<file path="src/rtl/lzno_pkg.sv">
// Package: types, constants and quarter-wave trig tables for the lidar zone finder.
`timescale 1ns / 1ps

package lzno_pkg;

   localparam int ANGLE_BITS       = 16;
   localparam int TRIG_TABLE_DEPTH = 1024;
   localparam int IDX_BITS         = $clog2(TRIG_TABLE_DEPTH);
   localparam int QUARTER_DEPTH    = TRIG_TABLE_DEPTH / 4;
   localparam int QIDX_BITS        = IDX_BITS - 2;

   localparam int QUEUE_DEPTH = 2;
   localparam int QPTR_BITS   = $clog2(QUEUE_DEPTH);

   localparam logic [15:0] EMPTY_MM = 16'd10000;

   localparam logic [2:0] REG_START_ANGLE = 3'd0;
   localparam logic [2:0] REG_ANGLE_STEP  = 3'd1;
   localparam logic [2:0] REG_BOX_X_LOW   = 3'd2;
   localparam logic [2:0] REG_BOX_X_HIGH  = 3'd3;
   localparam logic [2:0] REG_BOX_Y_LOW   = 3'd4;
   localparam logic [2:0] REG_BOX_Y_HIGH  = 3'd5;
   localparam logic [2:0] REG_NEAR_BOTH   = 3'd6;
   localparam logic [2:0] REG_SIDE_LIMIT  = 3'd7;

   localparam logic [1:0] CLASS_CLEAR = 2'd0;
   localparam logic [1:0] CLASS_BOTH  = 2'd1;
   localparam logic [1:0] CLASS_LEFT  = 2'd2;
   localparam logic [1:0] CLASS_RIGHT = 2'd3;

   localparam logic [63:0] ONE_Q30     = 64'd1073741824;
   localparam logic [63:0] HALF_PI_Q30 = 64'd1686629713;
   localparam logic [14:0] ONE_Q14     = 15'd16384;

   localparam logic [63:0] SIN_DIV [7] = '{64'd6, 64'd20, 64'd42, 64'd72,
                                           64'd110, 64'd156, 64'd210};
   localparam logic [63:0] COS_DIV [7] = '{64'd2, 64'd12, 64'd30, 64'd56,
                                           64'd90, 64'd132, 64'd182};

   typedef logic [14:0] quarter_table_type [QUARTER_DEPTH];

   typedef struct packed {
      logic        [15:0] start_angle;
      logic        [15:0] angle_step;
      logic signed [15:0] box_x_low;
      logic signed [15:0] box_x_high;
      logic signed [15:0] box_y_low;
      logic        [14:0] box_y_high;
      logic        [15:0] near_both_limit;
      logic        [15:0] side_limit;
   } cfg_type;

   typedef struct packed {
      logic        [15:0] range_mm;
      logic               scan_end;
      logic signed [15:0] cos_q14;
      logic signed [15:0] sin_q14;
   } item_type;

   typedef struct packed {
      logic [15:0] left_min_mm;
      logic [15:0] right_min_mm;
      logic [1:0]  obstacle_class;
   } result_type;

   function automatic logic [14:0] series_entry(input int j, input bit even);
      logic [63:0] a;
      logic [63:0] term;
      logic signed [63:0] sum;
      logic [63:0] q;
      a    = HALF_PI_Q30 * 64'(4 * j) / TRIG_TABLE_DEPTH;
      term = even ? ONE_Q30 : a;
      sum  = signed'(term);
      for (int k = 0; k < 7; k++) begin
         term = (((term * a) >> 30) * a) >> 30;
         term = even ? term / COS_DIV[k] : term / SIN_DIV[k];
         if (k % 2 == 1) begin
            sum = sum + signed'(term);
         end else begin
            sum = sum - signed'(term);
         end
      end
      if (sum < 0) begin
         sum = 0;
      end
      q = (64'(sum) + 64'd32768) >> 16;
      if (q > 64'(ONE_Q14)) begin
         q = 64'(ONE_Q14);
      end
      return q[14:0];
   endfunction

   function automatic quarter_table_type build_quarter(input bit even);
      quarter_table_type t;
      for (int j = 0; j < QUARTER_DEPTH; j++) begin
         t[j] = series_entry(j, even);
      end
      return t;
   endfunction

   localparam quarter_table_type SIN_QUARTER = build_quarter(1'b0);
   localparam quarter_table_type COS_QUARTER = build_quarter(1'b1);

   function automatic logic signed [15:0] trig_lookup(input logic [ANGLE_BITS-1:0] angle);
      logic [ANGLE_BITS+IDX_BITS-1:0] scaled;
      logic [IDX_BITS-1:0]            idx;
      logic [1:0]                     quad;
      logic [14:0]                    mag;
      scaled = {angle, {IDX_BITS{1'b0}}};
      idx    = scaled[ANGLE_BITS +: IDX_BITS];
      quad   = idx[IDX_BITS-1 -: 2];
      mag    = quad[0] ? COS_QUARTER[idx[QIDX_BITS-1:0]] : SIN_QUARTER[idx[QIDX_BITS-1:0]];
      return quad[1] ? -signed'({1'b0, mag}) : signed'({1'b0, mag});
   endfunction

endpackage

</file>
<file path="src/rtl/lzno_front.sv">
// Front end: steps the sample angle and looks up cosine and sine for each item.
`timescale 1ns / 1ps

module lzno_front (
   input  logic                clock,
   input  logic                reset,
   input  lzno_pkg::cfg_type   cfg,
   input  logic                req_push,
   input  logic [15:0]         req_range_mm,
   input  logic                req_scan_end,
   output logic                req_full,
   output logic                q_push,
   output lzno_pkg::item_type  q_item,
   input  logic                q_full
);

   logic [lzno_pkg::ANGLE_BITS-1:0] offset_ff;
   logic [lzno_pkg::ANGLE_BITS-1:0] offset_in;
   logic [lzno_pkg::ANGLE_BITS-1:0] angle;
   logic [lzno_pkg::ANGLE_BITS-1:0] cos_angle;

   assign req_full  = q_full;
   assign q_push    = req_push && !q_full;
   assign angle     = cfg.start_angle[lzno_pkg::ANGLE_BITS-1:0] + offset_ff;
   assign cos_angle = angle + lzno_pkg::ANGLE_BITS'(1 << (lzno_pkg::ANGLE_BITS - 2));

   always_comb begin
      q_item.range_mm = req_range_mm;
      q_item.scan_end = req_scan_end;
      q_item.cos_q14  = lzno_pkg::trig_lookup(cos_angle);
      q_item.sin_q14  = lzno_pkg::trig_lookup(angle);
   end

   always_comb begin
      offset_in = offset_ff;
      if (q_push) begin
         offset_in = req_scan_end ? '0 : offset_ff + cfg.angle_step[lzno_pkg::ANGLE_BITS-1:0];
      end
   end

   always_ff @(posedge clock) begin
      if (reset) begin
         offset_ff <= '0;
      end else begin
         offset_ff <= offset_in;
      end
   end

endmodule

</file>
<file path="src/rtl/lzno_queue.sv">
// Short queue of looked-up items between front and back end.
`timescale 1ns / 1ps

module lzno_queue (
   input  logic                clock,
   input  logic                reset,
   input  logic                push,
   input  lzno_pkg::item_type  push_item,
   output logic                full,
   input  logic                pop,
   output lzno_pkg::item_type  pop_item,
   output logic                empty
);

   lzno_pkg::item_type                entry_ff [lzno_pkg::QUEUE_DEPTH];
   logic [lzno_pkg::QPTR_BITS-1:0]    wr_ptr_ff;
   logic [lzno_pkg::QPTR_BITS-1:0]    rd_ptr_ff;
   logic [lzno_pkg::QPTR_BITS:0]      count_ff;
   logic [lzno_pkg::QPTR_BITS:0]      count_in;
   logic                              do_push;
   logic                              do_pop;

   assign full     = count_ff == (lzno_pkg::QPTR_BITS+1)'(lzno_pkg::QUEUE_DEPTH);
   assign empty    = count_ff == '0;
   assign do_push  = push && !full;
   assign do_pop   = pop && !empty;
   assign pop_item = entry_ff[rd_ptr_ff];

   always_comb begin
      count_in = count_ff;
      if (do_push && !do_pop) begin
         count_in = count_ff + 1'b1;
      end else if (do_pop && !do_push) begin
         count_in = count_ff - 1'b1;
      end
   end

   always_ff @(posedge clock) begin
      if (reset) begin
         wr_ptr_ff <= '0;
         rd_ptr_ff <= '0;
         count_ff  <= '0;
      end else begin
         count_ff <= count_in;
         if (do_push) begin
            wr_ptr_ff <= wr_ptr_ff + 1'b1;
         end
         if (do_pop) begin
            rd_ptr_ff <= rd_ptr_ff + 1'b1;
         end
      end
   end

   always_ff @(posedge clock) begin
      if (do_push) begin
         entry_ff[wr_ptr_ff] <= push_item;
      end
   end

endmodule

</file>
<file path="src/rtl/lzno_back.sv">
// Back end: projects points, tests the box, keeps zone minimums and queues results.
`timescale 1ns / 1ps

module lzno_back (
   input  logic                clock,
   input  logic                reset,
   input  lzno_pkg::cfg_type   cfg,
   input  logic                q_empty,
   input  lzno_pkg::item_type  q_item,
   output logic                q_pop,
   input  logic                rsp_pop,
   output logic                rsp_empty,
   output logic [15:0]         rsp_left_min_mm,
   output logic [15:0]         rsp_right_min_mm,
   output logic [1:0]          rsp_obstacle_class
);

   logic                 advance;

   logic                 b1_valid_ff;
   logic [15:0]          b1_range_ff;
   logic                 b1_last_ff;
   logic signed [31:0]   b1_xq_ff;
   logic signed [31:0]   b1_yq_ff;
   logic signed [32:0]   xq_full;
   logic signed [32:0]   yq_full;

   logic                 b2_valid_ff;
   logic [15:0]          b2_range_ff;
   logic                 b2_last_ff;
   logic                 b2_left_ff;
   logic                 b2_right_ff;
   logic signed [31:0]   x_lo_q;
   logic signed [31:0]   x_hi_q;
   logic signed [31:0]   y_lo_q;
   logic signed [31:0]   y_hi_q;
   logic                 in_x;
   logic                 in_left;
   logic                 in_right;

   logic                 left_seen_ff;
   logic                 right_seen_ff;
   logic [15:0]          left_min_ff;
   logic [15:0]          right_min_ff;
   logic                 left_seen_nx;
   logic                 right_seen_nx;
   logic [15:0]          left_min_nx;
   logic [15:0]          right_min_nx;

   logic                 res_valid_ff;
   logic [15:0]          res_left_ff;
   logic [15:0]          res_right_ff;
   logic [1:0]           res_class;

   lzno_pkg::result_type                out_ff [lzno_pkg::QUEUE_DEPTH];
   logic [lzno_pkg::QPTR_BITS-1:0]      out_wr_ff;
   logic [lzno_pkg::QPTR_BITS-1:0]      out_rd_ff;
   logic [lzno_pkg::QPTR_BITS:0]        out_count_ff;
   logic                                out_full;
   logic                                out_push;
   logic                                out_pop;
   lzno_pkg::result_type                out_item;

   assign out_full = out_count_ff == (lzno_pkg::QPTR_BITS+1)'(lzno_pkg::QUEUE_DEPTH);
   assign advance  = !(res_valid_ff && out_full);
   assign q_pop    = advance && !q_empty;

   // project
   assign xq_full = signed'({1'b0, q_item.range_mm}) * q_item.cos_q14;
   assign yq_full = signed'({1'b0, q_item.range_mm}) * q_item.sin_q14;

   // box test
   assign x_lo_q   = {{2{cfg.box_x_low[15]}}, cfg.box_x_low, 14'b0};
   assign x_hi_q   = {{2{cfg.box_x_high[15]}}, cfg.box_x_high, 14'b0};
   assign y_lo_q   = {{2{cfg.box_y_low[15]}}, cfg.box_y_low, 14'b0};
   assign y_hi_q   = {3'b0, cfg.box_y_high, 14'b0};
   assign in_x     = (b1_range_ff != '0) && (b1_xq_ff >= x_lo_q) && (b1_xq_ff <= x_hi_q);
   assign in_left  = in_x && (b1_yq_ff >= y_lo_q) && (b1_yq_ff < 0);
   assign in_right = in_x && (b1_yq_ff >= 0) && (b1_yq_ff <= y_hi_q);

   // running minimums
   always_comb begin
      left_seen_nx  = left_seen_ff | b2_left_ff;
      right_seen_nx = right_seen_ff | b2_right_ff;
      left_min_nx   = left_min_ff;
      right_min_nx  = right_min_ff;
      if (b2_left_ff && (!left_seen_ff || b2_range_ff < left_min_ff)) begin
         left_min_nx = b2_range_ff;
      end
      if (b2_right_ff && (!right_seen_ff || b2_range_ff < right_min_ff)) begin
         right_min_nx = b2_range_ff;
      end
   end

   always_comb begin
      if (res_left_ff < cfg.near_both_limit && res_right_ff < cfg.near_both_limit) begin
         res_class = lzno_pkg::CLASS_BOTH;
      end else if (res_left_ff < cfg.side_limit) begin
         res_class = lzno_pkg::CLASS_LEFT;
      end else if (res_right_ff < cfg.side_limit) begin
         res_class = lzno_pkg::CLASS_RIGHT;
      end else begin
         res_class = lzno_pkg::CLASS_CLEAR;
      end
   end

   always_ff @(posedge clock) begin
      if (reset) begin
         b1_valid_ff   <= 1'b0;
         b2_valid_ff   <= 1'b0;
         res_valid_ff  <= 1'b0;
         left_seen_ff  <= 1'b0;
         right_seen_ff <= 1'b0;
         left_min_ff   <= lzno_pkg::EMPTY_MM;
         right_min_ff  <= lzno_pkg::EMPTY_MM;
      end else if (advance) begin
         b1_valid_ff  <= !q_empty;
         b2_valid_ff  <= b1_valid_ff;
         res_valid_ff <= b2_valid_ff && b2_last_ff;
         if (b2_valid_ff) begin
            if (b2_last_ff) begin
               left_seen_ff  <= 1'b0;
               right_seen_ff <= 1'b0;
               left_min_ff   <= lzno_pkg::EMPTY_MM;
               right_min_ff  <= lzno_pkg::EMPTY_MM;
            end else begin
               left_seen_ff  <= left_seen_nx;
               right_seen_ff <= right_seen_nx;
               left_min_ff   <= left_min_nx;
               right_min_ff  <= right_min_nx;
            end
         end
      end
   end

   always_ff @(posedge clock) begin
      if (advance) begin
         b1_range_ff  <= q_item.range_mm;
         b1_last_ff   <= q_item.scan_end;
         b1_xq_ff     <= xq_full[31:0];
         b1_yq_ff     <= yq_full[31:0];
         b2_range_ff  <= b1_range_ff;
         b2_last_ff   <= b1_last_ff;
         b2_left_ff   <= in_left;
         b2_right_ff  <= in_right;
         res_left_ff  <= left_seen_nx ? left_min_nx : lzno_pkg::EMPTY_MM;
         res_right_ff <= right_seen_nx ? right_min_nx : lzno_pkg::EMPTY_MM;
      end
   end

   // result queue
   assign out_push  = res_valid_ff && !out_full;
   assign out_pop   = rsp_pop && !rsp_empty;
   assign rsp_empty = out_count_ff == '0;
   assign out_item  = out_ff[out_rd_ff];
   assign rsp_left_min_mm    = out_item.left_min_mm;
   assign rsp_right_min_mm   = out_item.right_min_mm;
   assign rsp_obstacle_class = out_item.obstacle_class;

   always_ff @(posedge clock) begin
      if (reset) begin
         out_wr_ff    <= '0;
         out_rd_ff    <= '0;
         out_count_ff <= '0;
      end else begin
         if (out_push) begin
            out_wr_ff <= out_wr_ff + 1'b1;
         end
         if (out_pop) begin
            out_rd_ff <= out_rd_ff + 1'b1;
         end
         if (out_push && !out_pop) begin
            out_count_ff <= out_count_ff + 1'b1;
         end else if (out_pop && !out_push) begin
            out_count_ff <= out_count_ff - 1'b1;
         end
      end
   end

   always_ff @(posedge clock) begin
      if (out_push) begin
         out_ff[out_wr_ff] <= '{left_min_mm: res_left_ff, right_min_mm: res_right_ff,
                                obstacle_class: res_class};
      end
   end

endmodule

</file>
<file path="src/rtl/lidar_zone_nearest_obstacle.sv">
// Top level: register file, front end, item queue and back end of the zone finder.
//
//   chan  handshake            payload                                            accept
//   req   req_push/req_full    req_range_mm req_scan_end                          push & !full
//   rsp   rsp_pop/rsp_empty    rsp_left_min_mm rsp_right_min_mm rsp_obstacle_class pop & !empty
//   csr   csr_valid/csr_ready  csr_index csr_data                                 valid & ready
//
// One item per cycle sustained while the back end is not stalled; angle lookup is combinational
// before the item queue; multiply, box test and minimum update each take one pipeline stage.
// A scan_end item's result passes through the b1, b2 and result registers into the result queue.
// Reset clears the queues, the pipeline and the scan state; registers take defaults.
// A full result queue stalls the back end once another result waits; the item queue then fills and raises req_full.
`timescale 1ns / 1ps

module lidar_zone_nearest_obstacle (
   input  logic        clock,
   input  logic        reset,
   input  logic        req_push,
   output logic        req_full,
   input  logic [15:0] req_range_mm,
   input  logic        req_scan_end,
   input  logic        rsp_pop,
   output logic        rsp_empty,
   output logic [15:0] rsp_left_min_mm,
   output logic [15:0] rsp_right_min_mm,
   output logic [1:0]  rsp_obstacle_class,
   input  logic        csr_valid,
   output logic        csr_ready,
   input  logic [2:0]  csr_index,
   input  logic [15:0] csr_data
);

   lzno_pkg::cfg_type  cfg_ff;
   logic               q_push;
   lzno_pkg::item_type q_push_item;
   logic               q_full;
   logic               q_pop;
   lzno_pkg::item_type q_pop_item;
   logic               q_empty;

   assign csr_ready = 1'b1;

   always_ff @(posedge clock) begin
      if (reset) begin
         cfg_ff.start_angle     <= '0;
         cfg_ff.angle_step      <= '0;
         cfg_ff.box_x_low       <= -16'sd450;
         cfg_ff.box_x_high      <= -16'sd30;
         cfg_ff.box_y_low       <= -16'sd400;
         cfg_ff.box_y_high      <= 15'd400;
         cfg_ff.near_both_limit <= '0;
         cfg_ff.side_limit      <= '0;
      end else if (csr_valid && csr_ready) begin
         case (csr_index)
            lzno_pkg::REG_START_ANGLE: cfg_ff.start_angle     <= csr_data;
            lzno_pkg::REG_ANGLE_STEP:  cfg_ff.angle_step      <= csr_data;
            lzno_pkg::REG_BOX_X_LOW:   cfg_ff.box_x_low       <= csr_data;
            lzno_pkg::REG_BOX_X_HIGH:  cfg_ff.box_x_high      <= csr_data;
            lzno_pkg::REG_BOX_Y_LOW:   cfg_ff.box_y_low       <= csr_data;
            lzno_pkg::REG_BOX_Y_HIGH:  cfg_ff.box_y_high      <= csr_data[14:0];
            lzno_pkg::REG_NEAR_BOTH:   cfg_ff.near_both_limit <= csr_data;
            lzno_pkg::REG_SIDE_LIMIT:  cfg_ff.side_limit      <= csr_data;
            default: ;
         endcase
      end
   end

   lzno_front u_front (
      .clock        (clock),
      .reset        (reset),
      .cfg          (cfg_ff),
      .req_push     (req_push),
      .req_range_mm (req_range_mm),
      .req_scan_end (req_scan_end),
      .req_full     (req_full),
      .q_push       (q_push),
      .q_item       (q_push_item),
      .q_full       (q_full)
   );

   lzno_queue u_queue (
      .clock     (clock),
      .reset     (reset),
      .push      (q_push),
      .push_item (q_push_item),
      .full      (q_full),
      .pop       (q_pop),
      .pop_item  (q_pop_item),
      .empty     (q_empty)
   );

   lzno_back u_back (
      .clock              (clock),
      .reset              (reset),
      .cfg                (cfg_ff),
      .q_empty            (q_empty),
      .q_item             (q_pop_item),
      .q_pop              (q_pop),
      .rsp_pop            (rsp_pop),
      .rsp_empty          (rsp_empty),
      .rsp_left_min_mm    (rsp_left_min_mm),
      .rsp_right_min_mm   (rsp_right_min_mm),
      .rsp_obstacle_class (rsp_obstacle_class)
   );

endmodule

</file>
<file path="config.mk">
export PLATFORM = sky130hd
export DESIGN_NAME = lidar_zone_nearest_obstacle
export DESIGN_NICKNAME = d
export VERILOG_FILES = /design/src/rtl/lzno_pkg.sv /design/src/rtl/lzno_front.sv /design/src/rtl/lzno_queue.sv /design/src/rtl/lzno_back.sv /design/src/rtl/lidar_zone_nearest_obstacle.sv
export SDC_FILE = /design/constraint.sdc
export NUM_CORES = 2
export LEC_CHECK = 0
export ABC_AREA = 1
export BUFFER_PORTS_ARGS = -buffer_cell sky130_fd_sc_hd__buf_4
export CAP_MARGIN = 20
export CELL_PAD_IN_SITES_DETAIL_PLACEMENT = 0
export CELL_PAD_IN_SITES_GLOBAL_PLACEMENT = 2
export CORE_UTILIZATION = 43
export DETAILED_ROUTE_END_ITERATION = 7
export PLACE_DENSITY = 0.91
export RECOVER_POWER = 25
export SYNTH_ARGS = -nofsm -noshare
export SYNTH_HDL_FRONTEND = slang
export SYNTH_SLANG_ARGS = --single-unit
</file>
<file path="constraint.sdc">
create_clock -name clock -period 13.7 [get_ports clock]
set_input_delay 0.685 -clock clock [delete_from_list [all_inputs] [get_ports clock]]
set_output_delay 0.685 -clock clock [all_outputs]
set_load 0.01 [all_outputs]
</file>
==> Yosys cells after proc, flatten, opt, wreduce, memory -nomap -nowiden <==
Memories as Yosys holds them, arrays and structs flattened. A register that Yosys moved wholly into a read port is not among the register bits.
Index checks and enable logic that the tools add are counted.
Widths: inputs -> output; s select.
{ "op_classes": {"add_sub_neg": 13, "n_mul": 2, "n_lt_le_gt_ge": 14, "eq_ne": 9, "mux": 34, "bitwise_logic": 5, "n_reduce_logical": 49} }
{ "ops": {"columns": ["op", "n"], "rows": [
  ["$mux 15", 10],
  ["$mux 16", 7],
  ["$lt 16x16->1", 6],
  ["$ge 32x30->1", 2],
  ["$le 32x30->1", 2],
  ["$mul 17x16->32", 2],
  ["$add 16x16->16", 2],
  ["$ge 32x1->1 const B", 1],
  ["$lt 32x1->1 const B", 1],
  ["$neg 15->16", 2],
  ["$logic_and 1x1->1", 21],
  ["$ge 9x9->1 const B", 2],
  ["$not 8->9", 2],
  ["$reduce_and 2->1", 9],
  ["$add 16x15->16 const B", 1],
  ["$reduce_bool 16->1", 1],
  ["$mux 2", 7],
  ["$eq 3x3->1 const B", 4],
  ["$logic_not 1->1", 11],
  ["$mux 1", 10],
  ["$eq 3x2->1 const B", 2],
  ["$add 1x1->1 const B", 4],
  ["$add 2x1->2 const B", 2],
  ["$eq 2x2->1 const B", 2],
  ["8 further kinds", 13]
]} }
{ "totals": {"regBits": 320, "ram_bits": 166, "rom_bits": 15360, "input_bits": 41, "output_inout_bits": 37, "wordCells": 164, "n_memories": 6} }
{ "mem_list": {"columns": ["memory", "depth", "word_bits", "read_ports", "rd_clocked_by_memory_dff", "wr", "line", "text"], "rows": [
  ["(name not given)", 256, 15, 1, 0, 0, "lzno_pkg.sv:112", "mag = quad[0] ? COS_QUARTER[idx[QIDX_BITS-1:0]] : SIN_QUARTER[idx[QIDX_BITS-1:0]];"],
  ["(name not given)", 256, 15, 1, 0, 0, "lzno_pkg.sv:112", null],
  ["(name not given)", 256, 15, 1, 0, 0, "lzno_pkg.sv:112", null],
  ["(name not given)", 256, 15, 1, 0, 0, "lzno_pkg.sv:112", null],
  ["u_queue.entry_ff", 2, 49, 1, 1, 1, "lzno_queue.sv:15", "lzno_pkg::item_type entry_ff [lzno_pkg::QUEUE_DEPTH];"],
  ["u_back.out_ff", 2, 34, 1, 1, 1, "lzno_back.sv:55", "lzno_pkg::result_type out_ff [lzno_pkg::QUEUE_DEPTH];"]
]} }

==> Logic depth before layout (Yosys ltp) <==
{ "logic_depth": {"depth_word": 9, "mapped_depth": 32, "ltp_nobuf": 32} }

==> By module <==
A second synthesis with hierarchy kept.
{ "unflattened": {"hier_cells": 6508, "hier_area_um2": 50113.1} }
{ "modules_own_cells": {"columns": ["module", "n_inst", "cells_per_inst", "area_each_um2", "seq_area_each_um2"], "rows": [
  ["lzno_back", 1, 3594, 31211.2, 6846.6],
  ["lzno_front", 1, 2041, 10203.5, 320.3],
  ["lidar_zone_nearest_obstacle", 1, 684, 4870.9, 2542.4],
  ["lzno_queue", 1, 189, 3827.4, 3042.9]
]} }

==> Worst setup path before layout <==
OpenSTA, ideal clock, no wires.
{ "synth_path": {"kind": "reg2reg", "startpoint": "register (tool-made name)", "endpoint": "register u_back.b1_xq_ff[29], data pin", "setup_time_ns": 0.258, "arrival_ns": 6.564, "t_required_ns": 13.442, "slack_ns": 6.878, "path_stages_with_launch": 27, "n_path_buf": 3, "synth_period_minus_slack_ns": 6.822, "path_cell_list": "dfxtp_1 -> clkbuf_1 -> clkbuf_1 -> nand2_1 -> o21ai_1 -> clkinv_1 -> clkbuf_1 -> nand2_1 -> fa_1 -> fa_1 -> fa_1 -> inv_1 -> fa_1 -> fa_1 -> inv_1 -> fa_1 -> inv_1 -> ha_1 -> a21oi_1 -> a21boi_0 -> o21ai_0 -> a21oi_1 -> inv_1 -> a21oi_1 -> o21ai_0 -> a31oi_1 -> xnor2_1"} }
{ "synth_rtl": {"columns": ["element", "line", "text"], "rows": [
  ["end signal: assignment", "lzno_back.sv:140", "b1_xq_ff <= xq_full[31:0];"],
  ["end: declaration", "lzno_back.sv:23", "logic signed [31:0] b1_xq_ff;"]
]} }

==> results_dict.tcl <==
set metrics [dict create \
    outcome "complete, but fails checks" \
    violations "max-capacitance violations, max-slew violations" \
    synth_area_um2 47200 \
    yosys-mux-area-fraction_pct 0.878 \
    cts-htree-levels 2 \
    finalCriticalPeriod_ns 9.07 \
    layout-drive-gt1-share_pct 5.73 \
    fillCellCount 11000 \
    regArea_um2 12800 \
    clk_latency_ns 0.66 \
    finalHoldViolCount 0 \
    tightest_slew_ns 3.18 \
    core_area_um2 109000 \
    critPathMaxStageDelay_ns 1.08 \
    grt-ovfl-total 0 \
    required_ns 14.10 \
    end_kind "register" \
    setup_viol 0 \
    synthFlopType "edfxtp_1" \
    pre_cts_slack_ns 5.63 \
    whs_ns 0.298 \
    wl_per_cell_um 21.3 \
    synthXorXnorAreaFrac_pct 1.61 \
    wl_um 159000 \
    cpMaxStageDelayCell "dfxtp_1" \
    synth_top_family_by_area "adder cells" \
    rsz0062_at_grt "no" \
    drv_slew 212 \
    row_count 121 \
    via_count 40800 \
    drt-vias-per-instance 5.49 \
    synthCells 5987 \
    drc 0 \
    ff2ff_path_depth 26 \
    relSlewSlack_pct -112 \
    crit_cells 26 \
    crit_top_cell "fa_1" \
    timing.final.crit_share_pct 66.2 \
    crit_fanout 35 \
    routabilityCongestion 1.01 \
    io_pins 78 \
    timing.final.ws_setup_ns 4.63 \
    synth-compound-area-share_pct 9.45 \
    max_freq_mhz 110 \
    fin_tns_setup_ns 0 \
    min_path_type "primary input to register" \
    synth_edf_count 298 \
    cts_tree "done" \
    whs_path_depth 1 \
    dr.first_iter.drc_count 3791 \
    dpl.hpwl_um 119000 \
    cts_hold_buf 0 \
    ys_ff_latch 488 \
    grt_antenna_before_repair 8 \
    postRouteAntennaNets 0 \
    async_flop_share_pct 0 \
    synth_warnings 0 \
    synthDistinctLibCells 65 \
    root_buffer "clkbuf_16" \
    cts_sinks 488 \
    clk_pin_slew_ns 0.06 \
    grt_pass1_vias 39600 \
    start_util_pct 43.3 \
    dr.pass1.iters 6 \
    drv_cap 6 \
    critical_path.top_delay_family "adder cells" \
    crit_arrival_ns 9.47 \
    finalNetCount 6877 \
    worst-path-buf-inv 7 \
    skew_ns 0.0656 \
    fp.dieW_um 333 \
    critPathLaunchType "register" \
    synth_fa_ha_area_share_pct 29.1 \
    area_delta_synth_final_pct 8.12 \
    grt_max_degree 72 \
    clk_path_buf_depth 3 \
    cts_resized 0 \
    numCtsBuffers 55 \
    multi_input_area_um2 29800 \
    synth.avg_cell_area_um2 7.88 \
    seq_area_frac_synth_pct 27.0 \
    grt_pass1_wl_um 242000 \
    path_class "register to register" \
    die-area_um2 111000 \
    synthesis.nets 6888 \
    port_buffers 76 \
    post-cts-setup-buffers 0 \
    yosys.area_share.simple_pct 22.0 \
    die_h_um 333 \
    grt_usage_pct 28.3 \
]
-- worst reg2reg max path, cell delays in order, from the launching register on --
cell	delay, ns
dfxtp_1	1.08
nand2_1	0.12
o21ai_1	0.11
clkbuf_1	1.02
clkinv_1	0.69
buf_4	0.41
nand2_1	0.12
fa_1	0.45
fa_1	0.54
fa_1	0.52
inv_1	0.06
fa_1	0.50
fa_1	0.52
inv_1	0.06
fa_1	0.47
inv_1	0.04
ha_1	0.32
a21oi_1	0.13
a21boi_0	0.29
o21ai_0	0.28
a21oi_1	0.32
inv_1	0.08
a21oi_1	0.26
o21ai_0	0.18
nand3_1	0.11
nand2_1	0.06
xor2_1	0.14
-- layer usage --
metal / vias to the layer above / global-route usage (%) / share of wire [%]
li1: 19200 / - / -
met1: 19700 / 40.2 / 45
met2: 1615 / 43.7 / 44
met3: 331 / 4.78 / 7.8
met4: 2 / 9.30 / 3.4
met5: - / 0 / 0.0082
-- stage by stage --
stage	area, µm²	std cells	utilization [%]
after floorplan	47200	5987	-
after global placement	49100	7326	45.1
after detailed placement	49100	7326	45.1
after CTS	51000	7430	46.9
after global routing	51000	7437	46.8
final	51000	7438	46.9
-- logic make-up (layout without fill, tap and decap cells) --
family	count (synthesis)	in the layout
mux	37	37
simple gates	2510	2510
buf+inv	1194	1230
compound gates	813	813
xor+xnor	84	84
other cells	1	2
fa+ha+maj	860	860
flops	488	488
-- state kept, by name, summed over array words and instances (netlist names), 2 cells and up, named ones only --
| signal | cells |
|---|---|
| u_back.out_ff | 68 |
| u_queue.count_ff | 2 |
| u_back.res_left_ff | 16 |
| u_queue.entry_ff | 98 |
| u_back.b2_range_ff | 16 |
| u_front.offset_ff | 16 |
| u_back.left_min_ff | 16 |
| u_back.b1_xq_ff | 32 |
| u_back.out_count_ff | 2 |
| u_back.res_right_ff | 16 |
| u_back.b1_yq_ff | 32 |
| cfg_ff | 127 |
| u_back.right_min_ff | 16 |
| u_back.b1_range_ff | 16 |
-- Yosys cell counts, types with 35 or more instances --
library cell,n,area share (%)
a21oi_1,341,3.6
buf_2,56,0.59
clkbuf_1,142,1.1
dfxtp_1,190,8.1
edfxtp_1,298,19
fa_1,393,17
ha_1,467,12
inv_1,939,7.5
mux2_2,35,0.84
nand2_1,1399,11
nand3_1,392,4.2
nand4_1,63,0.84
nor2_1,568,4.5
o211ai_1,51,0.81
o21ai_0,298,3.2
o21ai_1,42,0.45
xor2_1,55,1.0
-- worst paths after layout --
kind	start	to	slack, ns
max	register	u_back.b1_yq_ff[29]	4.63
min	req_range_mm[15]	u_queue.entry_ff[0][48]	0.30
max reg2reg	register	u_back.b1_yq_ff[29]	4.63
min reg2reg	u_back.b1_last_ff	u_back.b2_last_ff	0.43
-- cell usage in the layout, fill, tap and decap left out, types with 11 or more instances in the layout --
cell	n
nand2_1	1399
clkinv_1	19
buf_4	135
o21ai_1	46
a21o_1	17
xor2_1	55
o211ai_1	51
clkbuf_16	55
clkbuf_1	28
o21ai_0	290
xnor2_1	26
mux2_2	35
nor3_1	22
edfxtp_1	298
nand3_2	11
fa_1	393
nor4_1	13
a21oi_1	341
ha_1	467
inv_1	938
nand4_1	63
nor2_1	560
nand3_1	392
dfxtp_1	190
nand2_2	13
-- area by class of cell --
class                      count  area share, %
antenna                        1        0.00491
clock buffer                  64           2.88
clock inverter                40          0.898
inverter                     961           7.08
multi-input combinational   4305           58.4
sequential                   488           25.0
tap                         1414           3.47
timing repair buffer         165           2.25
Power is left out: the tool's default activity adds up to more than one toggle a clock period on the data nets, which glitch-free logic cannot reach.
